[config.mk]
export PLATFORM = sky130hd
export DESIGN_NAME = autofocus_sweep_controller_core
export DESIGN_NICKNAME = d
export VERILOG_FILES = /design/src/rtl/afsc_pkg.sv /design/src/rtl/autofocus_sweep_controller_core.sv
export SDC_FILE = /design/constraint.sdc
export NUM_CORES = 1
export LEC_CHECK = 0
export ABC_AREA = 1
export BUFFER_PORTS_ARGS = -buffer_cell sky130_fd_sc_hd__buf_2
export CAP_MARGIN = 40
export CORE_ASPECT_RATIO = 1.2
export CORE_MARGIN = 1.5
export CORE_UTILIZATION = 53
export DETAILED_ROUTE_END_ITERATION = 7
export PLACE_DENSITY = 0.72
export SYNTH_ARGS = -nofsm -noshare
export SYNTH_HDL_FRONTEND = slang
export SYNTH_SLANG_ARGS = --single-unit
[constraint.sdc]
create_clock -name clk -period 5.2 [get_ports clk]
set_input_delay 1.04 -clock clk [delete_from_list [all_inputs] [get_ports clk]]
set_output_delay 1.04 -clock clk [all_outputs]
set_load 0.02 [all_outputs]
[src/rtl/afsc_pkg.sv]
// Shared types and codes for the autofocus sweep controller.
package afsc_pkg;

  // Event codes on the input channel
  typedef enum logic [1:0] {
    CMD_TICK  = 2'd0,
    CMD_START = 2'd1,
    CMD_SCORE = 2'd2,
    CMD_NONE  = 2'd3
  } cmd_t;

  // Action codes on the result channel
  typedef enum logic [2:0] {
    ACT_BEGIN         = 3'd0,
    ACT_MOVE_STAGE    = 3'd1,
    ACT_MOVE_FOCUS    = 3'd2,
    ACT_CAPTURE       = 3'd3,
    ACT_RELEASE       = 3'd4,
    ACT_CAPTURE_FINAL = 3'd5,
    ACT_DONE          = 3'd6,
    ACT_SPARE         = 3'd7
  } action_t;

  // Sweep sequencer phases, one-hot
  typedef enum logic [4:0] {
    PH_IDLE         = 5'b00001,
    PH_STAGE_SETTLE = 5'b00010,
    PH_FOCUS_SETTLE = 5'b00100,
    PH_WAIT_SCORE   = 5'b01000,
    PH_FINAL_SETTLE = 5'b10000
  } phase_t;

  // Configuration register indexes (byte address is 4 * index)
  localparam logic [2:0] REG_STAGE_START  = 3'd0;
  localparam logic [2:0] REG_STAGE_STEP   = 3'd1;
  localparam logic [2:0] REG_STAGE_STOP   = 3'd2;
  localparam logic [2:0] REG_FOCUS_START  = 3'd3;
  localparam logic [2:0] REG_FOCUS_STEP   = 3'd4;
  localparam logic [2:0] REG_FOCUS_STOP   = 3'd5;
  localparam logic [2:0] REG_STAGE_SETTLE = 3'd6;
  localparam logic [2:0] REG_FOCUS_SETTLE = 3'd7;

  // Maximum results caused by one item
  localparam int MAX_RESULTS = 3;

endpackage

[src/rtl/autofocus_sweep_controller_core.sv]
// Top level of the two-axis autofocus sweep controller.
//
// Sequences a nested stage/focus sweep driven by events on the input channel
// (tick, start sweep, frame score) and reports actions on the result channel
// (begin, move stage, move focus, capture, release, capture final, done),
// each tagged with the best stage, focus and score found so far. Settle
// delays are counted in ticks: after a move the block swallows that many
// ticks, then acts on the next one. The strictly highest score wins; a new
// sweep clears the best score. Next positions are formed one bit wider than
// the position so a sweep never wraps; a zero step acts as one. Events out
// of place (start outside idle, score outside the wait, ticks while idle or
// waiting, the unused code) are dropped and give no result. Each item is
// decided in the cycle it is accepted; its results, up to three, are held
// in a three-entry result register, shown one per cycle while out_ready is
// high, last set on the final one. A new item is taken while the final
// result of the previous one is being taken, so one-result items run at
// one item per cycle while out_ready is high. An item giving no result
// leaves the result register empty, so the next item can follow it at
// once. Registers are written over the APB port and take effect at once,
// also in the middle of a sweep; write them only while no item or result
// is in flight.
module autofocus_sweep_controller_core #(
  parameter int POS_WIDTH   = 16,
  parameter int SCORE_WIDTH = 16,
  parameter int TIMER_WIDTH = 16
) (
  input  logic                          clk,
  input  logic                          rst,
  // configuration port
  input  logic                          psel,
  input  logic                          penable,
  input  logic                          pwrite,
  input  logic [4:0]                    paddr,
  input  logic [31:0]                   pwdata,
  output logic [31:0]                   prdata,
  output logic                          pready,
  // event channel
  input  logic                          in_valid,
  output logic                          in_ready,
  input  afsc_pkg::cmd_t                cmd,
  input  logic [SCORE_WIDTH-1:0]        score,
  // result channel
  output logic                          out_valid,
  input  logic                          out_ready,
  output afsc_pkg::action_t             action,
  output logic signed [POS_WIDTH-1:0]   position,
  output logic signed [POS_WIDTH-1:0]   best_stage,
  output logic signed [POS_WIDTH-1:0]   best_focus,
  output logic [SCORE_WIDTH-1:0]        best_score,
  output logic                          last
);

  import afsc_pkg::*;

  localparam int STEP_WIDTH = POS_WIDTH - 1;

  // ---------------------------------------------------------------------
  // Configuration registers
  // ---------------------------------------------------------------------
  logic [POS_WIDTH-1:0]   stage_start_reg;
  logic [STEP_WIDTH-1:0]  stage_step_reg;
  logic [POS_WIDTH-1:0]   stage_stop_reg;
  logic [POS_WIDTH-1:0]   focus_start_reg;
  logic [STEP_WIDTH-1:0]  focus_step_reg;
  logic [POS_WIDTH-1:0]   focus_stop_reg;
  logic [TIMER_WIDTH-1:0] stage_settle_reg;
  logic [TIMER_WIDTH-1:0] focus_settle_reg;

  logic       cfg_write;
  logic [2:0] cfg_index;

  assign pready    = 1'b1;
  assign cfg_write = psel & penable & pwrite & pready;
  assign cfg_index = paddr[4:2];

  always_ff @(posedge clk) begin
    if (rst) begin
      stage_start_reg  <= '0;
      stage_step_reg   <= STEP_WIDTH'(1);
      stage_stop_reg   <= '0;
      focus_start_reg  <= '0;
      focus_step_reg   <= STEP_WIDTH'(1);
      focus_stop_reg   <= '0;
      stage_settle_reg <= '0;
      focus_settle_reg <= '0;
    end else if (cfg_write) begin
      unique case (cfg_index)
        REG_STAGE_START:  stage_start_reg  <= pwdata[POS_WIDTH-1:0];
        REG_STAGE_STEP:   stage_step_reg   <= pwdata[STEP_WIDTH-1:0];
        REG_STAGE_STOP:   stage_stop_reg   <= pwdata[POS_WIDTH-1:0];
        REG_FOCUS_START:  focus_start_reg  <= pwdata[POS_WIDTH-1:0];
        REG_FOCUS_STEP:   focus_step_reg   <= pwdata[STEP_WIDTH-1:0];
        REG_FOCUS_STOP:   focus_stop_reg   <= pwdata[POS_WIDTH-1:0];
        REG_STAGE_SETTLE: stage_settle_reg <= pwdata[TIMER_WIDTH-1:0];
        REG_FOCUS_SETTLE: focus_settle_reg <= pwdata[TIMER_WIDTH-1:0];
        default: ;
      endcase
    end
  end

  // Read back raw register bits, zero-extended
  always_comb begin
    unique case (cfg_index)
      REG_STAGE_START:  prdata = 32'(stage_start_reg);
      REG_STAGE_STEP:   prdata = 32'(stage_step_reg);
      REG_STAGE_STOP:   prdata = 32'(stage_stop_reg);
      REG_FOCUS_START:  prdata = 32'(focus_start_reg);
      REG_FOCUS_STEP:   prdata = 32'(focus_step_reg);
      REG_FOCUS_STOP:   prdata = 32'(focus_stop_reg);
      REG_STAGE_SETTLE: prdata = 32'(stage_settle_reg);
      REG_FOCUS_SETTLE: prdata = 32'(focus_settle_reg);
      default:          prdata = '0;
    endcase
  end

  // ---------------------------------------------------------------------
  // Sweep state
  // ---------------------------------------------------------------------
  phase_t                  phase, phase_next;
  logic [POS_WIDTH-1:0]    cur_stage, cur_stage_next;
  logic [POS_WIDTH-1:0]    cur_focus, cur_focus_next;
  logic [POS_WIDTH-1:0]    best_stage_reg, best_stage_next;
  logic [POS_WIDTH-1:0]    best_focus_reg, best_focus_next;
  logic [SCORE_WIDTH-1:0]  best_score_reg, best_score_next;
  logic                    best_valid, best_valid_next;
  logic [TIMER_WIDTH-1:0]  settle_count, settle_count_next;

  // Results of the item being accepted
  logic [1:0]              res_count;
  action_t                 res_action [MAX_RESULTS];
  logic [POS_WIDTH-1:0]    res_pos    [MAX_RESULTS];

  // Result register: entry 0 is on the port, the rest queue behind it
  logic [1:0]              buf_count;
  action_t                 buf_action [MAX_RESULTS];
  logic [POS_WIDTH-1:0]    buf_pos    [MAX_RESULTS];
  logic [POS_WIDTH-1:0]    buf_best_stage;
  logic [POS_WIDTH-1:0]    buf_best_focus;
  logic [SCORE_WIDTH-1:0]  buf_best_score;

  logic in_accept;
  logic out_accept;

  assign out_valid  = (buf_count != 2'd0);
  assign out_accept = out_valid & out_ready;
  // Take a new item once the result register empties in this cycle
  assign in_ready   = (buf_count == 2'd0) || ((buf_count == 2'd1) && out_ready);
  assign in_accept  = in_valid & in_ready;

  // Next positions, one bit wider so they never wrap
  logic [STEP_WIDTH-1:0]         focus_step_eff, stage_step_eff;
  logic signed [POS_WIDTH:0]     focus_sum, stage_sum;
  logic signed [POS_WIDTH:0]     focus_limit, stage_limit;
  logic                          focus_fits, stage_fits;
  logic                          score_wins;

  always_comb begin
    focus_step_eff = (focus_step_reg == '0) ? STEP_WIDTH'(1) : focus_step_reg;
    stage_step_eff = (stage_step_reg == '0) ? STEP_WIDTH'(1) : stage_step_reg;
    focus_sum   = $signed({cur_focus[POS_WIDTH-1], cur_focus})
                + $signed({2'b00, focus_step_eff});
    stage_sum   = $signed({cur_stage[POS_WIDTH-1], cur_stage})
                + $signed({2'b00, stage_step_eff});
    focus_limit = $signed({focus_stop_reg[POS_WIDTH-1], focus_stop_reg});
    stage_limit = $signed({stage_stop_reg[POS_WIDTH-1], stage_stop_reg});
    focus_fits  = (focus_sum <= focus_limit);
    stage_fits  = (stage_sum <= stage_limit);
    score_wins  = !best_valid || (score > best_score_reg);
  end

  // Decide the item against the current state
  always_comb begin
    phase_next        = phase;
    cur_stage_next    = cur_stage;
    cur_focus_next    = cur_focus;
    best_stage_next   = best_stage_reg;
    best_focus_next   = best_focus_reg;
    best_score_next   = best_score_reg;
    best_valid_next   = best_valid;
    settle_count_next = settle_count;
    res_count         = 2'd0;
    for (int i = 0; i < MAX_RESULTS; i++) begin
      res_action[i] = ACT_BEGIN;
      res_pos[i]    = '0;
    end

    if (in_accept) begin
      if (cmd == CMD_START && phase == PH_IDLE) begin
        // New sweep: best position starts at the first point, score cleared
        cur_stage_next    = stage_start_reg;
        cur_focus_next    = focus_start_reg;
        best_stage_next   = stage_start_reg;
        best_focus_next   = focus_start_reg;
        best_score_next   = '0;
        best_valid_next   = 1'b0;
        res_action[0]     = ACT_BEGIN;
        res_action[1]     = ACT_MOVE_STAGE;
        res_pos[1]        = stage_start_reg;
        res_count         = 2'd2;
        settle_count_next = stage_settle_reg;
        phase_next        = PH_STAGE_SETTLE;
      end else if (cmd == CMD_TICK && (phase == PH_STAGE_SETTLE ||
                   phase == PH_FOCUS_SETTLE || phase == PH_FINAL_SETTLE)) begin
        if (settle_count != '0) begin
          settle_count_next = settle_count - TIMER_WIDTH'(1);
        end else if (phase == PH_STAGE_SETTLE) begin
          res_action[0]     = ACT_MOVE_FOCUS;
          res_pos[0]        = cur_focus;
          res_count         = 2'd1;
          settle_count_next = focus_settle_reg;
          phase_next        = PH_FOCUS_SETTLE;
        end else if (phase == PH_FOCUS_SETTLE) begin
          res_action[0] = ACT_CAPTURE;
          res_count     = 2'd1;
          phase_next    = PH_WAIT_SCORE;
        end else begin
          res_action[0] = ACT_CAPTURE_FINAL;
          res_action[1] = ACT_DONE;
          res_count     = 2'd2;
          phase_next    = PH_IDLE;
        end
      end else if (cmd == CMD_SCORE && phase == PH_WAIT_SCORE) begin
        if (score_wins) begin
          best_score_next = score;
          best_stage_next = cur_stage;
          best_focus_next = cur_focus;
          best_valid_next = 1'b1;
        end
        res_action[0] = ACT_RELEASE;
        if (focus_fits) begin
          // advance along the row
          cur_focus_next    = focus_sum[POS_WIDTH-1:0];
          res_action[1]     = ACT_MOVE_FOCUS;
          res_pos[1]        = focus_sum[POS_WIDTH-1:0];
          res_count         = 2'd2;
          settle_count_next = focus_settle_reg;
          phase_next        = PH_FOCUS_SETTLE;
        end else if (stage_fits) begin
          // advance to the next row, focus restarts
          cur_stage_next    = stage_sum[POS_WIDTH-1:0];
          cur_focus_next    = focus_start_reg;
          res_action[1]     = ACT_MOVE_STAGE;
          res_pos[1]        = stage_sum[POS_WIDTH-1:0];
          res_count         = 2'd2;
          settle_count_next = stage_settle_reg;
          phase_next        = PH_STAGE_SETTLE;
        end else begin
          // sweep done: return to the best point
          res_action[1]     = ACT_MOVE_FOCUS;
          res_pos[1]        = best_focus_next;
          res_action[2]     = ACT_MOVE_STAGE;
          res_pos[2]        = best_stage_next;
          res_count         = 2'd3;
          settle_count_next = stage_settle_reg;
          phase_next        = PH_FINAL_SETTLE;
        end
      end
    end
  end

  always_ff @(posedge clk) begin
    if (rst) begin
      phase          <= PH_IDLE;
      cur_stage      <= '0;
      cur_focus      <= '0;
      best_stage_reg <= '0;
      best_focus_reg <= '0;
      best_score_reg <= '0;
      best_valid     <= 1'b0;
      settle_count   <= '0;
    end else begin
      phase          <= phase_next;
      cur_stage      <= cur_stage_next;
      cur_focus      <= cur_focus_next;
      best_stage_reg <= best_stage_next;
      best_focus_reg <= best_focus_next;
      best_score_reg <= best_score_next;
      best_valid     <= best_valid_next;
      settle_count   <= settle_count_next;
    end
  end

  // Result register: count is control, payload holds without reset
  always_ff @(posedge clk) begin
    if (rst) begin
      buf_count <= 2'd0;
    end else if (in_accept) begin
      buf_count <= res_count;
    end else if (out_accept) begin
      buf_count <= buf_count - 2'd1;
    end
  end

  always_ff @(posedge clk) begin
    if (in_accept) begin
      for (int i = 0; i < MAX_RESULTS; i++) begin
        buf_action[i] <= res_action[i];
        buf_pos[i]    <= res_pos[i];
      end
      buf_best_stage <= best_stage_next;
      buf_best_focus <= best_focus_next;
      buf_best_score <= best_score_next;
    end else if (out_accept) begin
      // advance the queue by one entry
      for (int i = 0; i < MAX_RESULTS - 1; i++) begin
        buf_action[i] <= buf_action[i+1];
        buf_pos[i]    <= buf_pos[i+1];
      end
    end
  end

  assign action     = buf_action[0];
  assign position   = buf_pos[0];
  assign best_stage = buf_best_stage;
  assign best_focus = buf_best_focus;
  assign best_score = buf_best_score;
  assign last       = (buf_count == 2'd1);

endmodule

# After elaboration in Yosys (flattened, before gate mapping)
# Memory sizes are Yosys's and may differ from the RTL's.
# Index checks and enable logic that the tools add are counted.
[word_totals]
memories = 2
mem_bits_rw = 57
output_inout_bits = 103
elab_cells = 184
reg_bits = 278
[classes]
add_sub_neg = 4
eq_ne = 19
reduce_logical = 35
muxes = 93
bitwise = 8
n_lt_le_gt_ge = 3
[mem_list]
columns = ["memory", "words", "width", "read_ports", "rd_clocked_by_memory_dff", "wr", "line", "source"]
rows = [
  ["buf_pos", 3, 16, 3, 0, 3, "autofocus_sweep_controller_core.sv:136", "logic [POS_WIDTH-1:0] buf_pos [MAX_RESULTS];"],
  ["buf_action", 3, 3, 3, 0, 3, "autofocus_sweep_controller_core.sv:135", "action_t buf_action [MAX_RESULTS];"],
]
[ops]
columns = ["cell", "n"]
rows = [
  ["$mux W16", 43],
  ["$pmux W32 S8", 1],
  ["$mux W32", 2],
  ["$mux W48", 1],
  ["$add A16 B16 Y17", 2],
  ["$le A17 B16 Y1", 2],
  ["$logic_not A15 Y1", 2],
  ["$mux W15", 2],
  ["$mux W5", 6],
  ["$mux W3", 8],
  ["$mux W2", 10],
  ["$mux W6", 3],
  ["$mux W9", 2],
  ["$gt A16 B16 Y1", 1],
  ["$reduce_and A2 Y1", 8],
  ["$reduce_bool A16 Y1", 1],
  ["$sub A16 B1 Y16 const B", 1],
  ["$mux W1", 13],
  ["$eq A3 B3 Y1 const B", 4],
  ["$reduce_bool A2 Y1", 5],
  ["$mux W4", 2],
  ["$reduce_and A4 Y1", 2],
  ["$eq A3 B2 Y1 const B", 2],
  ["$reduce_and A3 Y1", 2],
  ["other kinds (22)", 37],
]

# Depth between registers and ports, before layout
[logic_depth]
depth_word = 11
mapped_depth = 29
ltp_nobuf = 29

# Worst setup path before layout
# No wires, ideal clock.
[synth_timing]
path_kind = "input-to-reg"
from = "in out_ready"
to = "mem buf_action[0][0] (netlist name), enable pin"
n_path_buf = 0
path_stages = 6
setup_time_ns = 0.393
slack_ns = 0.854
t_arrival_ns = 3.953
cell_sequence = "nand2_1 -> nand2_1 -> nand2_1 -> inv_1 -> nor2_1 -> inv_1"
[synth_rtl]
columns = ["item", "line", "source"]
rows = [
  ["from (decl)", "autofocus_sweep_controller_core.sv:44", "input logic out_ready,"],
  ["to (decl)", "autofocus_sweep_controller_core.sv:135", ""],
]

# Worst setup path in the final report
[layout_timing]
from = "reg focus_step_reg[10]"
to = "reg cur_stage[15]"
[layout_between]
elab_chain_len = 6
[layout_lines]
columns = ["item", "line", "source"]
rows = [
  ["from (decl)", "autofocus_sweep_controller_core.sv:64", "logic [STEP_WIDTH-1:0] focus_step_reg;"],
  ["from (signal assigned)", "autofocus_sweep_controller_core.sv:92", "REG_FOCUS_STEP: focus_step_reg <= pwdata[STEP_WIDTH-1:0];"],
  ["$logic_not A15 Y1", "autofocus_sweep_controller_core.sv:158", "focus_step_eff = (focus_step_reg == '0) ? STEP_WIDTH'(1) : focus_step_reg;"],
  ["$mux W15 (*)", "autofocus_sweep_controller_core.sv:158", ""],
  ["$add A16 B16 Y17 (*)", "autofocus_sweep_controller_core.sv:161", "+ $signed({2'b00, focus_step_eff});"],
  ["$le A17 B16 Y1 (*)", "autofocus_sweep_controller_core.sv:166", "focus_fits = (focus_sum <= focus_limit);"],
  ["$ne A2 B1 Y1 (no line) (*)", "-", ""],
  ["$reduce_and A5 Y1 (no line) (*)", "-", ""],
  ["to (signal assigned)", "autofocus_sweep_controller_core.sv:273", "cur_stage <= cur_stage_next;"],
  ["to (decl)", "autofocus_sweep_controller_core.sv:120", "logic [POS_WIDTH-1:0] cur_stage, cur_stage_next;"],
]
# Every way passes the cells marked *; elsewhere a longest branch is shown, timed or not.
# A chain may end at the register's enable or synchronous reset.

==> summary.md <==
| Metric | Value |
|---|---|
| Most frequent cells in the layout | `nand2_1, a21oi_1, inv_1` |
| Port bufs | `129` |
| Core area | `35,190 µm²` |
| Final setup TNS | `0 ns` |
| Slew @ Worst Pin | `approximately 0.94 ns` |
| Worst path slowest cell | `fa_1` |
| Top reg by flops | `buf_pos` |
| Slew Limit Fails | `0` |
| Worst Setup EP | `cur_stage[15]` |
| Total grt overflow | `0` |
| Clock buffer depth | `3` |
| Syn Area/Cell | `between 7 and 8 µm²` |
| Largest register FFs | `between 40 and 50` |
| Setup-failing EPs final | `0` |
| Commonest non-fill, non-tap cell in the layout | `nand2_1` |
| Delay of the slowest critical-path stage | `~0.42 ns` |
| PD cells | `515.1 nW/µm²` |
| Area grow syn2layout | `11.47%` |
| CP required | `roughly 5.7 ns` |
| Starting Density | `around 54%` |
| Max-cap viol count | `0` |
| Worst R2R Path Depth | `28` |
| Antenna-violating nets left | `0` |
| Hold Buf Count CTS | `0` |
| CP Capture Type | `flip-flop` |
| DRC Markers | `0` |
| Leakage power | `~0.0096 µW` |
| FF-to-FF End | `cur_stage[15]` |
| Slew margin rel. | `37.23%` |
| Vias per cell | `about 5.9` |
| Fin util | `slightly above 60%` |
| Overall power | `roughly 11,000 µW` |
| Dpl ws | `0.2433 ns` |
| Clock Sinks | `~330` |
| Largest net degree at the start of global routing | `134` |
| Critical path origin | `focus_step_reg[10]` |
| Cell Area, Synth | `19,060 µm²` |
| Clk Tree Root Cell | `clkbuf_16` |
| Post-synthesis cell type count | `51` |
| H-tree levels | `2` |
| Fin nets | `between 2,000 and 3,000` |
| Critical path peak fanout | `22` |
| Gr usage total | `about a third` |
| Diode count | `0` |
| HPWL Detailed | `47,420 µm` |
| Global placement routability congestion | `0.9902` |
| Initial DRT Pass Iterations | `6` |
| WL/cell | `~21 µm` |
| Finished Layout Cells | `between 3,000 and 4,000` |
| Period minus WS final | `approximately 4.9 ns` |
| Critical path class | `flip-flop to flip-flop` |
| Die ar. | `roughly 37,000 µm²` |
| Critical path's most frequent cell | `nand2_2` |
| Die width | `between 150 and 200 µm` |
| Fin worst setup slack | `around 0.32 ns` |
| Initial antenna violation count | `0` |
| First-pass GRT wire length | `98,980 µm` |
| R2R setup slack | `~0.32 ns` |
| Post-Synthesis Cells | `2,642` |
| Hold crit path type | `flip-flop to flip-flop` |
| Hold_sp | `settle_count[0]` |
| Row Count | `between 70 and 80` |
| RR Startpoint | `focus_step_reg[10]` |
| Fmax | `0.2051 GHz` |
| Worst-path clk slew | `0.06 ns` |
| Top_reg_cell synth | `dfxtp_1` |
| Vias in the first global route | `17,110` |
| Layout cells sized above 1 | `10.55%` |
| Skew-Pair Late Insertion Delay | `between 0.5 and 0.6 ns` |
| Final hold violation count | `0` |
| CTS tree | `built` |
| Post-synth ARST share | `0%` |
| Status | `complete, no violations` |
| Setup crit start kind | `flip-flop` |
| Ys Warns | `0` |
| DIE HEIGHT | `210.7 µm` |
| Clock Skew | `about 0.026 ns` |
| Post-Route WL | `roughly 67,000 µm` |
| Final worst-path cycle share | `93.78%` |
| Post-synth EDFFs | `slightly above 100` |
| Register area share after synthesis | `40.38%` |
| Synth Register Bits | `333` |
| WP data arrival | `approximately 5.4 ns` |
| DR iter-0 viols | `1,786` |
| Worst VDD drop | `approximately 0.00043 V` |
| Via Count | `18,800` |
| IO Pins | `165` |
| Num CTS Buffers | `37` |
| Total placed cells including tap cells | `3,121` |
==> worst max-delay path, delay by kind of cell (launching register included) <==
kind            cells  cell delay (ns)
compound gates      3             0.59
fa+ha+maj           3             1.00
buf+inv             4             0.60
flops               1             0.37
simple gates       18             2.25
==> per-stage QoR <==
stage / hold WS (ns) / area [µm²]
CTS: 0.4737 / 21170
global route: 0.4938 / 21250
finish: 0.4779 / 21250
global placement: 0.4528 / 19930
floorplan: 0.4441 / 19120
detailed placement: 0.4644 / 19960
==> cell type report <==
type / instances / area, µm²
clock inverter: 16 / 142.6
timing repair buffer: 194 / 1207
sequential: 333 / 7697
clock buffer: 49 / 1064
multi-input combinational: 1823 / 9378
tap: 462 / 578.1
inverter: 314 / 1180
fill: 3210 / 13940
==> kinds of logic (layout without fill, tap and decap cells) <==
kind of cell	Yosys count	count (layout)	share of synthesized area [%]
AO/OA/AOI/OAI	707	707	20.02
XOR/XNOR	29	29	1.333
adder cells (fa/ha/maj)	85	85	5.658
buffers and inverters	501	573	10.86
flip-flops	333	333	40.38
other	2	17	0.03940
AND/OR/NAND/NOR	985	985	21.71
==> routing by layer <==
layer  up-vias  share of wire, %  GRT usage [%]  wire length, µm
met5         -                 0              0                0
met2      1067                45          56.56            29930
met1      8651                39          44.77            25960
li1       8858                 -              -                -
met4         0               7.0          22.34             4692
met3       221               9.2          4.986             6168
==> synthesized netlist by cell type (all sizes together) (2+ instances only) <==
| library cell | n | area, µm² |
|---|---|---|
| nand3 | 132 | 695.7 |
| ha | 83 | 1039 |
| a211oi | 3 | 22.52 |
| and2 | 2 | 12.51 |
| o21bai | 5 | 37.54 |
| xor2 | 20 | 175.2 |
| xnor2 | 9 | 78.83 |
| o21ai | 245 | 1226 |
| a21o | 10 | 75.07 |
| fa | 2 | 40.04 |
| buf | 66 | 435.4 |
| conb | 2 | 7.510 |
| nor3 | 16 | 91.34 |
| a22oi | 18 | 135.1 |
| clkbuf | 121 | 455.4 |
| nor2 | 207 | 813.3 |
| nand4 | 28 | 181.4 |
| dfxtp | 230 | 4604 |
| nand2 | 590 | 2247 |
| o22ai | 31 | 193.9 |
| a31oi | 2 | 12.51 |
| a221oi | 15 | 131.4 |
| edfxtp | 103 | 3093 |
| o211ai | 27 | 202.7 |
| a21oi | 346 | 1739 |
| nor4 | 6 | 67.56 |
| inv | 314 | 1179 |
| nand3b | 3 | 22.52 |
==> worst min path at each step <==
stage	endpoint	slack, ns	depth (start not counted)
2_1_floorplan	buf_count[1]	0.44	2
3_3_place_gp	buf_count[1]	0.45	2
3_5_place_dp	settle_count[0]	0.46	2
4_1_cts	settle_count[0]	0.47	2
5_1_grt	settle_count[0]	0.49	2
6_report	settle_count[0]	0.48	2
==> power by group <==
group	switching [µW]	total, µW	internal (µW)	leakage [µW]
clock	1120	2660	1540	0.000592
combinational	3360	4850	1500	0.00610
sequential	191	3430	3240	0.00289
total	4670	10900	6280	0.00958
==> timing repair <==
item / 4_1_cts / 5_1_grt
buffers inserted: 0 / 5
gates resized for setup: 0 / 5
endpoints found under the setup margin: 0 / 60
Power figures use the tool's default switching activity.
